$ cat src/hw/rtl/mrw_pkg.sv
`timescale 1ns / 1ps

package mrw_pkg;

  // Width of the numbers under test.
  localparam int NumberBits = 63;
  // Accumulator width: one bit of headroom for doubling and adding.
  localparam int AccBits = NumberBits + 1;
  // Counter width for the bits of a multiplier operand.
  localparam int BitIdxBits = $clog2(NumberBits);

  localparam int DataBytes = (2 * NumberBits + 7) / 8;

  // Verdict codes.
  typedef enum logic [1:0] {
    VERDICT_COMPOSITE = 2'd0,
    VERDICT_PROBABLE  = 2'd1,
    VERDICT_TRIVIAL   = 2'd2,
    VERDICT_BAD_BASE  = 2'd3
  } verdict_t;

  // Handshake between the sequencer and the modular multiplier.
  typedef struct packed {
    logic start;
  } mul_ctrl_t;

  typedef struct packed {
    logic busy;
    logic done;
  } mul_stat_t;

endpackage

$ cat src/hw/rtl/mrw_mod_mul.sv
`timescale 1ns / 1ps

// Bit-serial interleaved modular multiplier: one bit of b per cycle,
// double the accumulator, reduce, add a, reduce.
module mrw_mod_mul (
  input  logic                               clk,
  input  logic                               rst,
  input  mrw_pkg::mul_ctrl_t                 ctrl,
  output mrw_pkg::mul_stat_t                 stat,
  input  logic [mrw_pkg::NumberBits-1:0]     a,
  input  logic [mrw_pkg::NumberBits-1:0]     b,
  input  logic [mrw_pkg::NumberBits-1:0]     m,
  output logic [mrw_pkg::NumberBits-1:0]     product
);
  import mrw_pkg::*;

  logic [AccBits-1:0]    acc;
  logic [AccBits-1:0]    acc_next;
  logic [AccBits-1:0]    dbl;
  logic [AccBits-1:0]    dbl_red;
  logic [AccBits-1:0]    sum;
  logic [NumberBits-1:0] b_sh;
  logic [BitIdxBits-1:0] count;
  logic                  busy;
  logic                  done;

  // One step of the shift-and-add reduction.
  always_comb begin
    dbl     = {acc[AccBits-2:0], 1'b0};
    dbl_red = (dbl >= {1'b0, m}) ? dbl - {1'b0, m} : dbl;
    sum     = dbl_red + {1'b0, a};
    if (b_sh[NumberBits-1]) begin
      acc_next = (sum >= {1'b0, m}) ? sum - {1'b0, m} : sum;
    end else begin
      acc_next = dbl_red;
    end
  end

  // Control: a counter over the operand bits, most significant first.
  always_ff @(posedge clk) begin
    if (rst) begin
      busy <= 1'b0;
      done <= 1'b0;
    end else begin
      done <= 1'b0;
      if (ctrl.start && !busy) begin
        busy  <= 1'b1;
        count <= BitIdxBits'(NumberBits - 1);
      end else if (busy) begin
        if (count == '0) begin
          busy <= 1'b0;
          done <= 1'b1;
        end else begin
          count <= count - 1'b1;
        end
      end
    end
  end

  // Datapath registers.
  always_ff @(posedge clk) begin
    if (ctrl.start && !busy) begin
      acc  <= '0;
      b_sh <= b;
    end else if (busy) begin
      acc  <= acc_next;
      b_sh <= {b_sh[NumberBits-2:0], 1'b0};
    end
  end

  assign product   = acc[NumberBits-1:0];
  assign stat.busy = busy;
  assign stat.done = done;

endmodule
$ cat config.mk
export PLATFORM = sky130hd
export DESIGN_NAME = mrw_mod_mul
export DESIGN_NICKNAME = d
export VERILOG_FILES = /design/src/hw/rtl/mrw_pkg.sv /design/src/hw/rtl/mrw_mod_mul.sv
export SDC_FILE = /design/constraint.sdc
export NUM_CORES = 1
export LEC_CHECK = 0
export BUFFER_PORTS_ARGS = -buffer_cell sky130_fd_sc_hd__buf_2
export CAP_MARGIN = 20
export CELL_PAD_IN_SITES_DETAIL_PLACEMENT = 1
export CELL_PAD_IN_SITES_GLOBAL_PLACEMENT = 1
export CORE_MARGIN = 2
export CORE_UTILIZATION = 47
export DETAILED_ROUTE_END_ITERATION = 16
export MAX_ROUTING_LAYER = met4
export PLACE_DENSITY = 0.95
export SYNTH_ARGS = -nofsm -noshare
export SYNTH_HDL_FRONTEND = slang
export SYNTH_SLANG_ARGS = --single-unit
export TNS_END_PERCENT = 50
$ cat constraint.sdc
create_clock -name clk -period 19 [get_ports clk]
set_clock_uncertainty 0.2 [all_clocks]
set_input_delay 2.85 -clock clk [delete_from_list [all_inputs] [get_ports clk]]
set_output_delay 2.85 -clock clk [all_outputs]
set_load 0.03 [all_outputs]
==> results of run 1 <==
[cell type report]
cell class / count / area, um^2 / share of cell area [%]
Inverter: 112 / 420.4 / 2.053
Clock inverter: 15 / 180.2 / 0.8799
Sequential cell: 134 / 3373 / 16.47
Timing Repair Buffer: 272 / 1399 / 6.831
Antenna cell: 3 / 7.507 / 0.03666
Multi-Input combinational cell: 2150 / 14020 / 68.48
Clock buffer: 17 / 425.4 / 2.077
Tap cell: 518 / 648.1 / 3.165
[cells in the final DEF, fill, tap and decap left out, types with 66 or more instances in the layout]
cell type / n
nand2_1: 426
a21oi_1: 265
buf_2: 256
ha_1: 190
nor2_1: 156
o21ai_0: 143
inv_1: 111
a21o_1: 105
xnor2_1: 104
xor2_1: 69
edfxtp_1: 69
nand4_1: 66
[path summary, 6_finish.rpt]
kind                               from        to  depth (start not counted)
worst min register to register  b_sh[9]  b_sh[10]                          2
worst max register to register   acc[6]   acc[41]                         32
worst max-delay path               m[0]   acc[41]                         34
worst min-delay path            b_sh[9]  b_sh[10]                          2
[kinds of logic after synthesis]
group | count (synthesis) | synth area share (%)
adders and majority gates | 193 | 13.26
xor gates and xnor gates | 173 | 8.243
buffers and inverters | 259 | 5.554
muxes | 50 | 2.804
AOI/OAI and AO/OA | 851 | 30.00
and+or+nand+nor | 883 | 21.79
DFF | 134 | 18.35
[per-stage QoR]
stage                     hold slack (ns)  util [%]  cell area [um^2]  worst slack, ns
after floorplan                    0.2905         -             18380            7.734
after global placement             0.2973     51.39             19860            4.931
after detailed placement           0.3105     51.39             19860            4.501
after CTS                          0.3306     52.95             20460            4.921
after global routing               0.3558     52.99             20480            4.123
final                              0.3350     52.99             20480            4.577
[state kept, by name, indices dropped and copies added, names as in the netlist]
name and count:
acc 63, b_sh 63, busy 1, count 6, done 1
[Yosys cell counts, types with 34 or more instances]
| master | instances |
|---|---|
| dfxtp_1 | 65 |
| ha_1 | 190 |
| nand4_1 | 66 |
| nand2_1 | 427 |
| inv_1 | 112 |
| clkbuf_1 | 127 |
| a21o_1 | 105 |
| nor3_1 | 34 |
| xor2_1 | 69 |
| nor2_1 | 157 |
| edfxtp_1 | 69 |
| a21oi_1 | 265 |
| mux2i_1 | 38 |
| o21a_1 | 35 |
| xnor2_1 | 104 |
| nand3_1 | 57 |
| o21ai_0 | 143 |
[metal layers]
layer / wire length (um) / global-route usage (%)
met5: 0 / -
met4: 3064 / 14.47
met3: 9013 / 8.034
met2: 36970 / 62.92
met1: 35560 / 55.49
[worst min-delay path, delay by kind of cell (launching register included)]
family | cells | cell delay (ns)
flip-flops | 1 | 0.33
AND/OR/NAND/NOR | 2 | 0.10
==> results_dict.tcl, run 1 <==
set metrics [dict create \
    status "finished, final reports clean" \
    clkTransAtPathRegs_ns 0.08 \
    ys_seq_area_share_pct 18.35 \
    critical_path_required_ns 19.17 \
    worst_ep_arrival_time_ns 14.59 \
    max_freq_ghz 0.06934 \
    clock_latency_ns 0.49 \
    placed_cells 3185 \
    antenna_found_initial 3 \
    root_buffer "clkbuf_16" \
    crit_buf_inv 4 \
    r2r_setup_slack_ns 6.78 \
    dieHeight_um 201.8 \
    cts-buffers-inserted 17 \
    drt_iter0_drc 2330 \
    path_class "input pin to flop" \
    worst_pin_slew_ns 1.214 \
    syn-cell-area_um2 18380 \
    yosys.area.top_type "ha_1" \
    clockBufferDepth 2 \
    areaGrowthSynthToFinish_pct 11.39 \
    overflow 0 \
    hold_class "flop to flop" \
    cp-end-kind "flop" \
    rsz0062_at_grt "false" \
    final_cells 3221 \
    crit_path_top_delay_cell "a221oi_1" \
    synth_warnings 0 \
    grt_max_degree 77 \
    row_count 72 \
    startpoint_type "input pin" \
    via_per_inst 6.720 \
    synth_top_area_share_pct 12.93 \
    gp_congestion 1.037 \
    layout.nets 3072 \
    start_util_pct 47.57 \
    async_reset_ff_share_pct 0 \
    cp_max_fo 44 \
    die-area_um2 40710 \
    hpwl_um 66000 \
    period_needed_ns 14.42 \
    synthFlopType "edfxtp_1" \
    cts_tree "done" \
    grt_pass1_wl_um 128100 \
    synth_nets 2928 \
    port_buffers 256 \
    postSynthCellCount 2543 \
    hold_buffers 0 \
    finalSetupTns_ns 0 \
    setup_violations 0 \
    ys_seq_elements 134 \
    synth_edf_count 69 \
    cpPeakStageDelay_ns 0.68 \
    synth_area_per_cell_um2 7.229 \
    layout_worst_path_cycle_share_pct 75.91 \
    num_vias 21650 \
    routed_wl_um 84610 \
    htree_levels 4 \
    path_delay_family "compound AO/OA/AOI/OAI gates" \
    drive_above_1_share_pct 12.70 \
    grt_pass1_vias 21450 \
    n_fill_cell 5010 \
    grt_usage_pct 41.64 \
    post_cts_resize_count 0 \
    clkSinkCount 134 \
    synth.area.top_cells "ha_1 13%, edfxtp_1 11%, nand2_1 8.7%" \
    maxSlewViolCount 0 \
    yosysUniqueCellTypes 82 \
    wl_per_cell_um 26.27 \
    max_cap_viol_count 0 \
    dr.pass1.iters 5 \
    hold_violations 0 \
    io-pin-count 257 \
    ant_nets 0 \
    drc 0 \
    fp.dieW_um 201.8 \
    core_area_um2 38650 \
    cts_setup_buffers 0 \
    slew_headroom_pct 16.97 \
]
Power of run 1 is not shown: default switching activity piles up to over one toggle a cycle in this logic, so the estimate is an artifact.
==> run 2, diff against run 1 <==
--- a/config.mk
+++ b/config.mk
@@ -5,15 +5,16 @@
 export SDC_FILE = /design/constraint.sdc
 export NUM_CORES = 1
 export LEC_CHECK = 0
+export ABC_AREA = 1
 export BUFFER_PORTS_ARGS = -buffer_cell sky130_fd_sc_hd__buf_2
 export CAP_MARGIN = 20
 export CELL_PAD_IN_SITES_DETAIL_PLACEMENT = 1
 export CELL_PAD_IN_SITES_GLOBAL_PLACEMENT = 1
 export CORE_MARGIN = 2
-export CORE_UTILIZATION = 47
+export CORE_UTILIZATION = 42
 export DETAILED_ROUTE_END_ITERATION = 16
 export MAX_ROUTING_LAYER = met4
-export PLACE_DENSITY = 0.95
+export PLACE_DENSITY = 0.93
 export SYNTH_ARGS = -nofsm -noshare
 export SYNTH_HDL_FRONTEND = slang
 export SYNTH_SLANG_ARGS = --single-unit
==> constraint.sdc (replaced) <==
create_clock -name clk -period 13.7 [get_ports clk]
set_clock_uncertainty 0.2 [all_clocks]
set_input_delay 2.055 -clock clk [delete_from_list [all_inputs] [get_ports clk]]
set_output_delay 2.055 -clock clk [all_outputs]
set_load 0.03 [all_outputs]
==> run 2 against run 1 <==
Against the previous run: non-clock buffer count shrank 1; setup slack lost 2.1 ns; die area grew 30%; highest routed layer unchanged; flip-flop and latch count is the same.
==> results_dict.tcl, run 2 <==
set metrics [dict create \
    status "finished, final reports clean" \
    synth_top_family_by_area "simple AND/OR/NAND/NOR gates" \
    antenna_found_initial 1 \
    critical_path_required_ns 13.93 \
    dr.pass1.iters 6 \
    maxSlewViolCount 0 \
    yosys-top-cells-count "1225 x nand2_1, 586 x inv_1, 403 x nor2_1, 298 x a21oi_1, 275 x nand3_1" \
    yosys.area.top_type "nand2_1" \
    synthFlopType "edfxtp_1" \
    row_count 82 \
    areaGrowthSynthToFinish_pct 11.70 \
    synth.area.top_cells "nand2_1 22%, ha_1 11%, inv_1 10%" \
    fp.dieW_um 229.6 \
    cp-end-kind "flop" \
    overflow 0 \
    synth_mux_area_share_pct 0 \
    core_area_um2 50170 \
    period_needed_ns 11.20 \
    max_freq_ghz 0.08932 \
    gp_congestion 1.093 \
    path_class "input pin to flop" \
    clkTransAtPathRegs_ns 0.06 \
    cp_max_fo 64 \
    postSynthCellCount 3797 \
    root_buffer "clkbuf_16" \
    clkSinkCount 134 \
    syn-cell-area_um2 21380 \
    clock_latency_ns 0.50 \
    crit_path_top_delay_cell "o21ai_0" \
    final_cell_mix "1225 x nand2_1, 584 x inv_1, 401 x nor2_1" \
    dieHeight_um 229.6 \
    grt_pass1_vias 26830 \
    ant_nets 0 \
    ys_seq_area_share_pct 15.78 \
    grt_usage_pct 41.59 \
    placed_cells 4663 \
    startpoint_type "input pin" \
    start_util_pct 42.62 \
    io-pin-count 257 \
    slew_headroom_pct 24.81 \
    setup_violations 0 \
    grt_pass1_wl_um 159700 \
    final_cells 4698 \
    routed_wl_um 109000 \
    synth_nets 4182 \
    synth-xor-area-share_pct 5.694 \
    worst_ep_arrival_time_ns 11.43 \
    die-area_um2 52730 \
    max_cap_viol_count 0 \
    grt_max_degree 68 \
    hpwl_um 92210 \
    rsz0062_at_grt "false" \
    drc 0 \
    port_buffers 256 \
    wl_per_cell_um 23.20 \
    layout_worst_path_cycle_share_pct 81.72 \
    synth_simple_gate_area_share_pct 38.93 \
    path_delay_family "simple AND/OR/NAND/NOR gates" \
    yosysMostFrequentCell "nand2_1" \
    cts_tree "done" \
    cpPeakStageDelay_ns 0.81 \
    yosysUniqueCellTypes 44 \
    critPathMostFrequentCell "nand2_1" \
    clockBufferDepth 2 \
    layout_commonest_cell "nand2_1" \
    synthAdderAreaFrac_pct 11.40 \
    hold_buffers 0 \
    synth_top_area_share_pct 21.51 \
    cts-buffers-inserted 17 \
    finalSetupTns_ns 0 \
    drt_iter0_drc 2523 \
    synth_warnings 0 \
    hold_class "flop to flop" \
    synth-compound-area-share_pct 16.05 \
    ys_seq_elements 134 \
    synth_area_per_cell_um2 5.631 \
    cts_setup_buffers 0 \
    num_vias 27100 \
    hold_violations 0 \
    synth_edf_count 69 \
    crit_buf_inv 5 \
    worst_pin_slew_ns 1.116 \
    drive_above_1_share_pct 8.919 \
    top_regs "acc x63, b_sh x63, count x6" \
    async_reset_ff_share_pct 0 \
    via_per_inst 5.768 \
    post_cts_resize_count 0 \
    layout.nets 4397 \
    htree_levels 4 \
]
[run 2: layout make-up]
type                       instances  area (um^2)
inverter                         596         2237
antenna                            1        2.502
fill                            7374        26290
tap                              672        840.8
sequential                       134         3374
clock inverter                    12        170.2
timing repair buffer             271         1391
clock buffer                      20        436.7
multi-input combinational       2992        15430
[run 2: metal layers]
| layer | routed length, um | track usage [%] | up-vias |
|---|---|---|---|
| met4 | 4688 | 16.94 | 0 |
| met3 | 12830 | 13.91 | 243 |
| met2 | 44970 | 59.51 | 1314 |
| li1 | - | - | 12600 |
| met1 | 46490 | 53.36 | 12940 |
| met5 | 0 | - | - |
[run 2: through the flow]
stage | hold slack (ns) | worst slack (ns) | area [um^2] | utilization [%]
2_1_floorplan | 0.2874 | 6.002 | 21380 | -
3_3_place_gp | 0.2777 | 2.522 | 23260 | 46.36
3_5_place_dp | 0.2942 | 2.496 | 23260 | 46.36
4_1_cts | 0.3041 | 2.975 | 23870 | 47.57
5_1_grt | 0.3324 | 2.168 | 23880 | 47.60
6_report | 0.3051 | 2.504 | 23880 | 47.60
[run 2: worst paths after layout]
path,start,endpoint,slack [ns],cells after the start
worst max-delay path,m[8],acc[20],2.50,42
worst min-delay path,acc[19],acc[19],0.31,2
worst max register to register,acc[5],acc[20],3.84,40
worst min register to register,acc[19],acc[19],0.31,2
[run 2: cells by family after synthesis]
logic type / count (synthesis)
simple gates: 2037
buf+inv: 671
compound gates: 623
fa+ha+maj: 193
xor+xnor: 139
flops: 134
[run 2: worst min-delay path: cells and delay by family (launching register included)]
kind | cells | cell delay [ns]
AND/OR/NAND/NOR | 2 | 0.12
flip-flops | 1 | 0.34
Power of run 2 is left out for the same reason.
==> run 3, diff against run 2 <==
--- a/config.mk
+++ b/config.mk
@@ -5,16 +5,16 @@
 export SDC_FILE = /design/constraint.sdc
 export NUM_CORES = 1
 export LEC_CHECK = 0
-export ABC_AREA = 1
+export ABC_AREA = 0
 export BUFFER_PORTS_ARGS = -buffer_cell sky130_fd_sc_hd__buf_2
 export CAP_MARGIN = 20
 export CELL_PAD_IN_SITES_DETAIL_PLACEMENT = 1
 export CELL_PAD_IN_SITES_GLOBAL_PLACEMENT = 1
 export CORE_MARGIN = 2
-export CORE_UTILIZATION = 42
+export CORE_UTILIZATION = 39
 export DETAILED_ROUTE_END_ITERATION = 16
 export MAX_ROUTING_LAYER = met4
-export PLACE_DENSITY = 0.93
+export PLACE_DENSITY = 0.88
 export SYNTH_ARGS = -nofsm -noshare
 export SYNTH_HDL_FRONTEND = slang
 export SYNTH_SLANG_ARGS = --single-unit
==> constraint.sdc (replaced) <==
create_clock -name clk -period 9.89 [get_ports clk]
set_clock_uncertainty 0.2 [all_clocks]
set_input_delay 1.4835 -clock clk [delete_from_list [all_inputs] [get_ports clk]]
set_output_delay 1.4835 -clock clk [all_outputs]
set_load 0.03 [all_outputs]
==> run 3 against run 2 <==
Against the previous run: synthesized cell count shrank 33%; the run now fails in 5_1_grt; synthesized area fell by 14%.
==> results_dict.tcl, run 3 <==
set metrics [dict create \
    yosysMostFrequentCell "nand2_1" \
    root_buffer "clkbuf_16" \
    port_buffers 256 \
    fp.dieW_um 221.1 \
    cts-buffers-inserted 17 \
    yosysUniqueCellTypes 82 \
    synth.area.top_cells "ha_1 13%, edfxtp_1 11%, nand2_1 8.7%" \
    synth_area_per_cell_um2 7.229 \
    io-pin-count 257 \
    postSynthCellCount 2543 \
    lastStage "5_1_grt" \
    status "stopped before the end" \
    ys_seq_elements 134 \
    stop_error "[ERROR GRT-0232] Routing congestion too high. Check the congestion heatmap in the GUI." \
    syn-cell-area_um2 18380 \
    antenna_found_initial 34 \
    gp_congestion 1.177 \
    async_reset_ff_share_pct 0 \
    synth_warnings 0 \
    row_count 79 \
    hold_buffers 0 \
    synthFlopType "edfxtp_1" \
    htree_levels 4 \
    synth_top_area_share_pct 12.93 \
    post-place-ws_ns -0.8315 \
    grt_usage_pct 77.59 \
    ys_seq_area_share_pct 18.35 \
    synth_nets 2928 \
    overflow 51 \
    clkSinkCount 134 \
    clockBufferDepth 2 \
    synth_edf_count 69 \
    yosys.area.top_type "ha_1" \
    worst_endpoint "acc[19]$_SDFFE_PP0P_/D" \
    grt_max_degree 68 \
    dieHeight_um 221.1 \
    yosys-top-cells-count "427 x nand2_1, 265 x a21oi_1, 190 x ha_1, 157 x nor2_1, 143 x o21ai_0" \
    hpwl_um 77860 \
    worstEpCategory "sequential cell input" \
    start_util_pct 39.49 \
]
## run 3: cell types whose count changed after synthesis, moves of 33 or more
cell      before  now
nand4_1       19   66
mux2i_1        0   38
inv_1        586  112
o21ai_0      189  143
nand3_1      275   57
a21oi_1      298  265
a21o_1        22  105
nand2_1     1225  427
nor2_1       403  157
clkbuf_1      38  127
xnor2_1       45  104
## run 3: per-layer routing
layer  track usage [%]  GRT overflow
met5                 -             -
met4             65.23            15
met3             68.81             3
met2             91.25            31
met1             76.59             2
## run 3: kinds of logic after synthesis
| logic type | after synthesis | share of synthesized area (%) |
|---|---|---|
| flops | 134 | 18.35 |
| xor+xnor | 173 | 8.243 |
| compound gates | 851 | 30.00 |
| buf+inv | 259 | 5.554 |
| fa+ha+maj | 193 | 13.26 |
| mux | 50 | 2.804 |
| simple gates | 883 | 21.79 |
## run 3: timing repair
action                                  in CTS
pin swaps                                    7
setup buffers                                4
endpoints found under the setup margin      63
resized for setup                           27
## run 3: stage by stage
stage / cell area, um^2 / cells
after CTS: 24060 / 3750
after detailed placement: 23330 / 3714
after global placement: 23330 / 3714
after floorplan: 18390 / 2543
==> run 4, diff against run 3 <==
--- a/config.mk
+++ b/config.mk
@@ -8,13 +8,10 @@
 export ABC_AREA = 0
 export BUFFER_PORTS_ARGS = -buffer_cell sky130_fd_sc_hd__buf_2
 export CAP_MARGIN = 20
-export CELL_PAD_IN_SITES_DETAIL_PLACEMENT = 1
-export CELL_PAD_IN_SITES_GLOBAL_PLACEMENT = 1
 export CORE_MARGIN = 2
-export CORE_UTILIZATION = 39
+export CORE_UTILIZATION = 40
 export DETAILED_ROUTE_END_ITERATION = 16
-export MAX_ROUTING_LAYER = met4
-export PLACE_DENSITY = 0.88
+export PLACE_DENSITY_LB_ADDON = 0.15
 export SYNTH_ARGS = -nofsm -noshare
 export SYNTH_HDL_FRONTEND = slang
 export SYNTH_SLANG_ARGS = --single-unit
==> constraint.sdc (replaced) <==
create_clock -name clk -period 12.9 [get_ports clk]
set_clock_uncertainty 0.2 [all_clocks]
set_input_delay 1.935 -clock clk [delete_from_list [all_inputs] [get_ports clk]]
set_output_delay 1.935 -clock clk [all_outputs]
set_load 0.03 [all_outputs]
==> run 4 against run 3 <==
Against the previous run: the flow now finishes without violations.
==> results_dict.tcl, run 4 (same netlist as run 1, synthesis figures left out) <==
set metrics [dict create \
    status "finished, final reports clean" \
    max_freq_ghz 0.08093 \
    cts-buffers-inserted 17 \
    highest_layer "met5" \
    slew_headroom_pct 28.17 \
    drt_iter0_drc 2061 \
    critPathMostFrequentCell "o21ai_0" \
    port_buffers 256 \
    cp-end-kind "flop" \
    grt_pass1_wl_um 112900 \
    row_count 78 \
    grt_usage_pct 31.20 \
    die-area_um2 47690 \
    cpPeakStageDelay_ns 0.73 \
    routed_wl_um 76300 \
    clock_latency_ns 0.46 \
    worst_pin_slew_ns 1.050 \
    dr.pass1.iters 6 \
    via_per_inst 6.113 \
    crit_path_top_delay_cell "and2_1" \
    worst_ep_arrival_time_ns 12.46 \
    period_needed_ns 12.36 \
    clkTransAtPathRegs_ns 0.07 \
    start_util_pct 40.51 \
    hold_violations 0 \
    layout_worst_path_cycle_share_pct 95.78 \
    layout.nets 3080 \
    wl_met1_um 35930 \
    hold_buffers 0 \
    drive_above_1_share_pct 12.92 \
    core_area_um2 45380 \
    areaGrowthSynthToFinish_pct 12.22 \
    clkSinkCount 134 \
    overflow 0 \
    finalSetupTns_ns 0 \
    layout_commonest_cell "nand2_1" \
    io-pin-count 257 \
    path_class "input pin to flop" \
    cts_setup_buffers 0 \
    grt_max_degree 68 \
    antenna_found_initial 4 \
    clockBufferDepth 2 \
    maxSlewViolCount 0 \
    post_cts_resize_count 0 \
    cp_max_fo 47 \
    critical_path_required_ns 13.00 \
    startpoint_type "input pin" \
    dieHeight_um 218.4 \
    met3_wirelength_um 7367 \
    cts_tree "done" \
    top_regs "acc x63, b_sh x63, count x6" \
    rsz0062_at_grt "false" \
    grt_pass1_vias 18630 \
    wl_met2_um 31290 \
    num_vias 20240 \
    max_cap_viol_count 0 \
    drc 0 \
    gp_congestion 0.9789 \
    hpwl_um 62230 \
    hold_class "flop to flop" \
    final_cell_mix "426 x nand2_1, 264 x a21oi_1, 256 x buf_2" \
    setup_violations 0 \
    root_buffer "clkbuf_16" \
    ant_nets 0 \
    wl_per_cell_um 23.04 \
    fp.dieW_um 218.4 \
    htree_levels 4 \
]
## run 4: metrics by stage
| step | setup WS (ns) | area (um^2) | utilization [%] | hold slack, ns | std cells |
|---|---|---|---|---|---|
| 2_1_floorplan | 2.549 | 18380 | - | 0.2905 | 2543 |
| 3_3_place_gp | 0.3402 | 20040 | 44.16 | 0.2952 | 3276 |
| 3_5_place_dp | 0.1618 | 20040 | 44.16 | 0.2983 | 3276 |
| 4_1_cts | 0.6132 | 20620 | 45.43 | 0.3154 | 3308 |
| 5_1_grt | 0.08531 | 20630 | 45.46 | 0.3417 | 3311 |
| 6_report | 0.5443 | 20630 | 45.46 | 0.3149 | 3311 |
## run 4: path summary, 6_finish.rpt
| check | from | to | slack [ns] | cells after the start |
|---|---|---|---|---|
| worst max-delay path | m[0] | acc[13] | 0.54 | 33 |
| worst max register to register | acc[0] | acc[13] | 1.89 | 31 |
| worst min register to register | b_sh[18] | b_sh[19] | 0.31 | 2 |
| worst min-delay path | b_sh[18] | b_sh[19] | 0.31 | 2 |
## run 4: routing by layer
metal / vias to the layer above / GRT usage [%]
li1: 9623 / -
met1: 9632 / 46.84
met2: 899 / 44.49
met3: 85 / 6.527
met4: 2 / 8.141
met5: - / 0
## run 4: worst max-delay path, delay by kind of cell
kind            cells  cell delay, ns
buf+inv             3            0.65
fa+ha+maj           3            1.38
xor+xnor            1            0.21
compound gates     17            5.25
mux                 1            0.26
simple gates        8            2.67
## run 4: final cells by class
cell class	instances	area (um^2)
Fill cell	4735	24750
Timing Repair Buffer	280	1474
Multi-Input combinational cell	2150	14030
Inverter	112	420.4
Sequential cell	134	3373
Clock inverter	11	115.1
Tap cell	600	750.7
Antenna cell	3	7.507
Clock buffer	21	460.4
Power of run 4 is left out for the same reason.
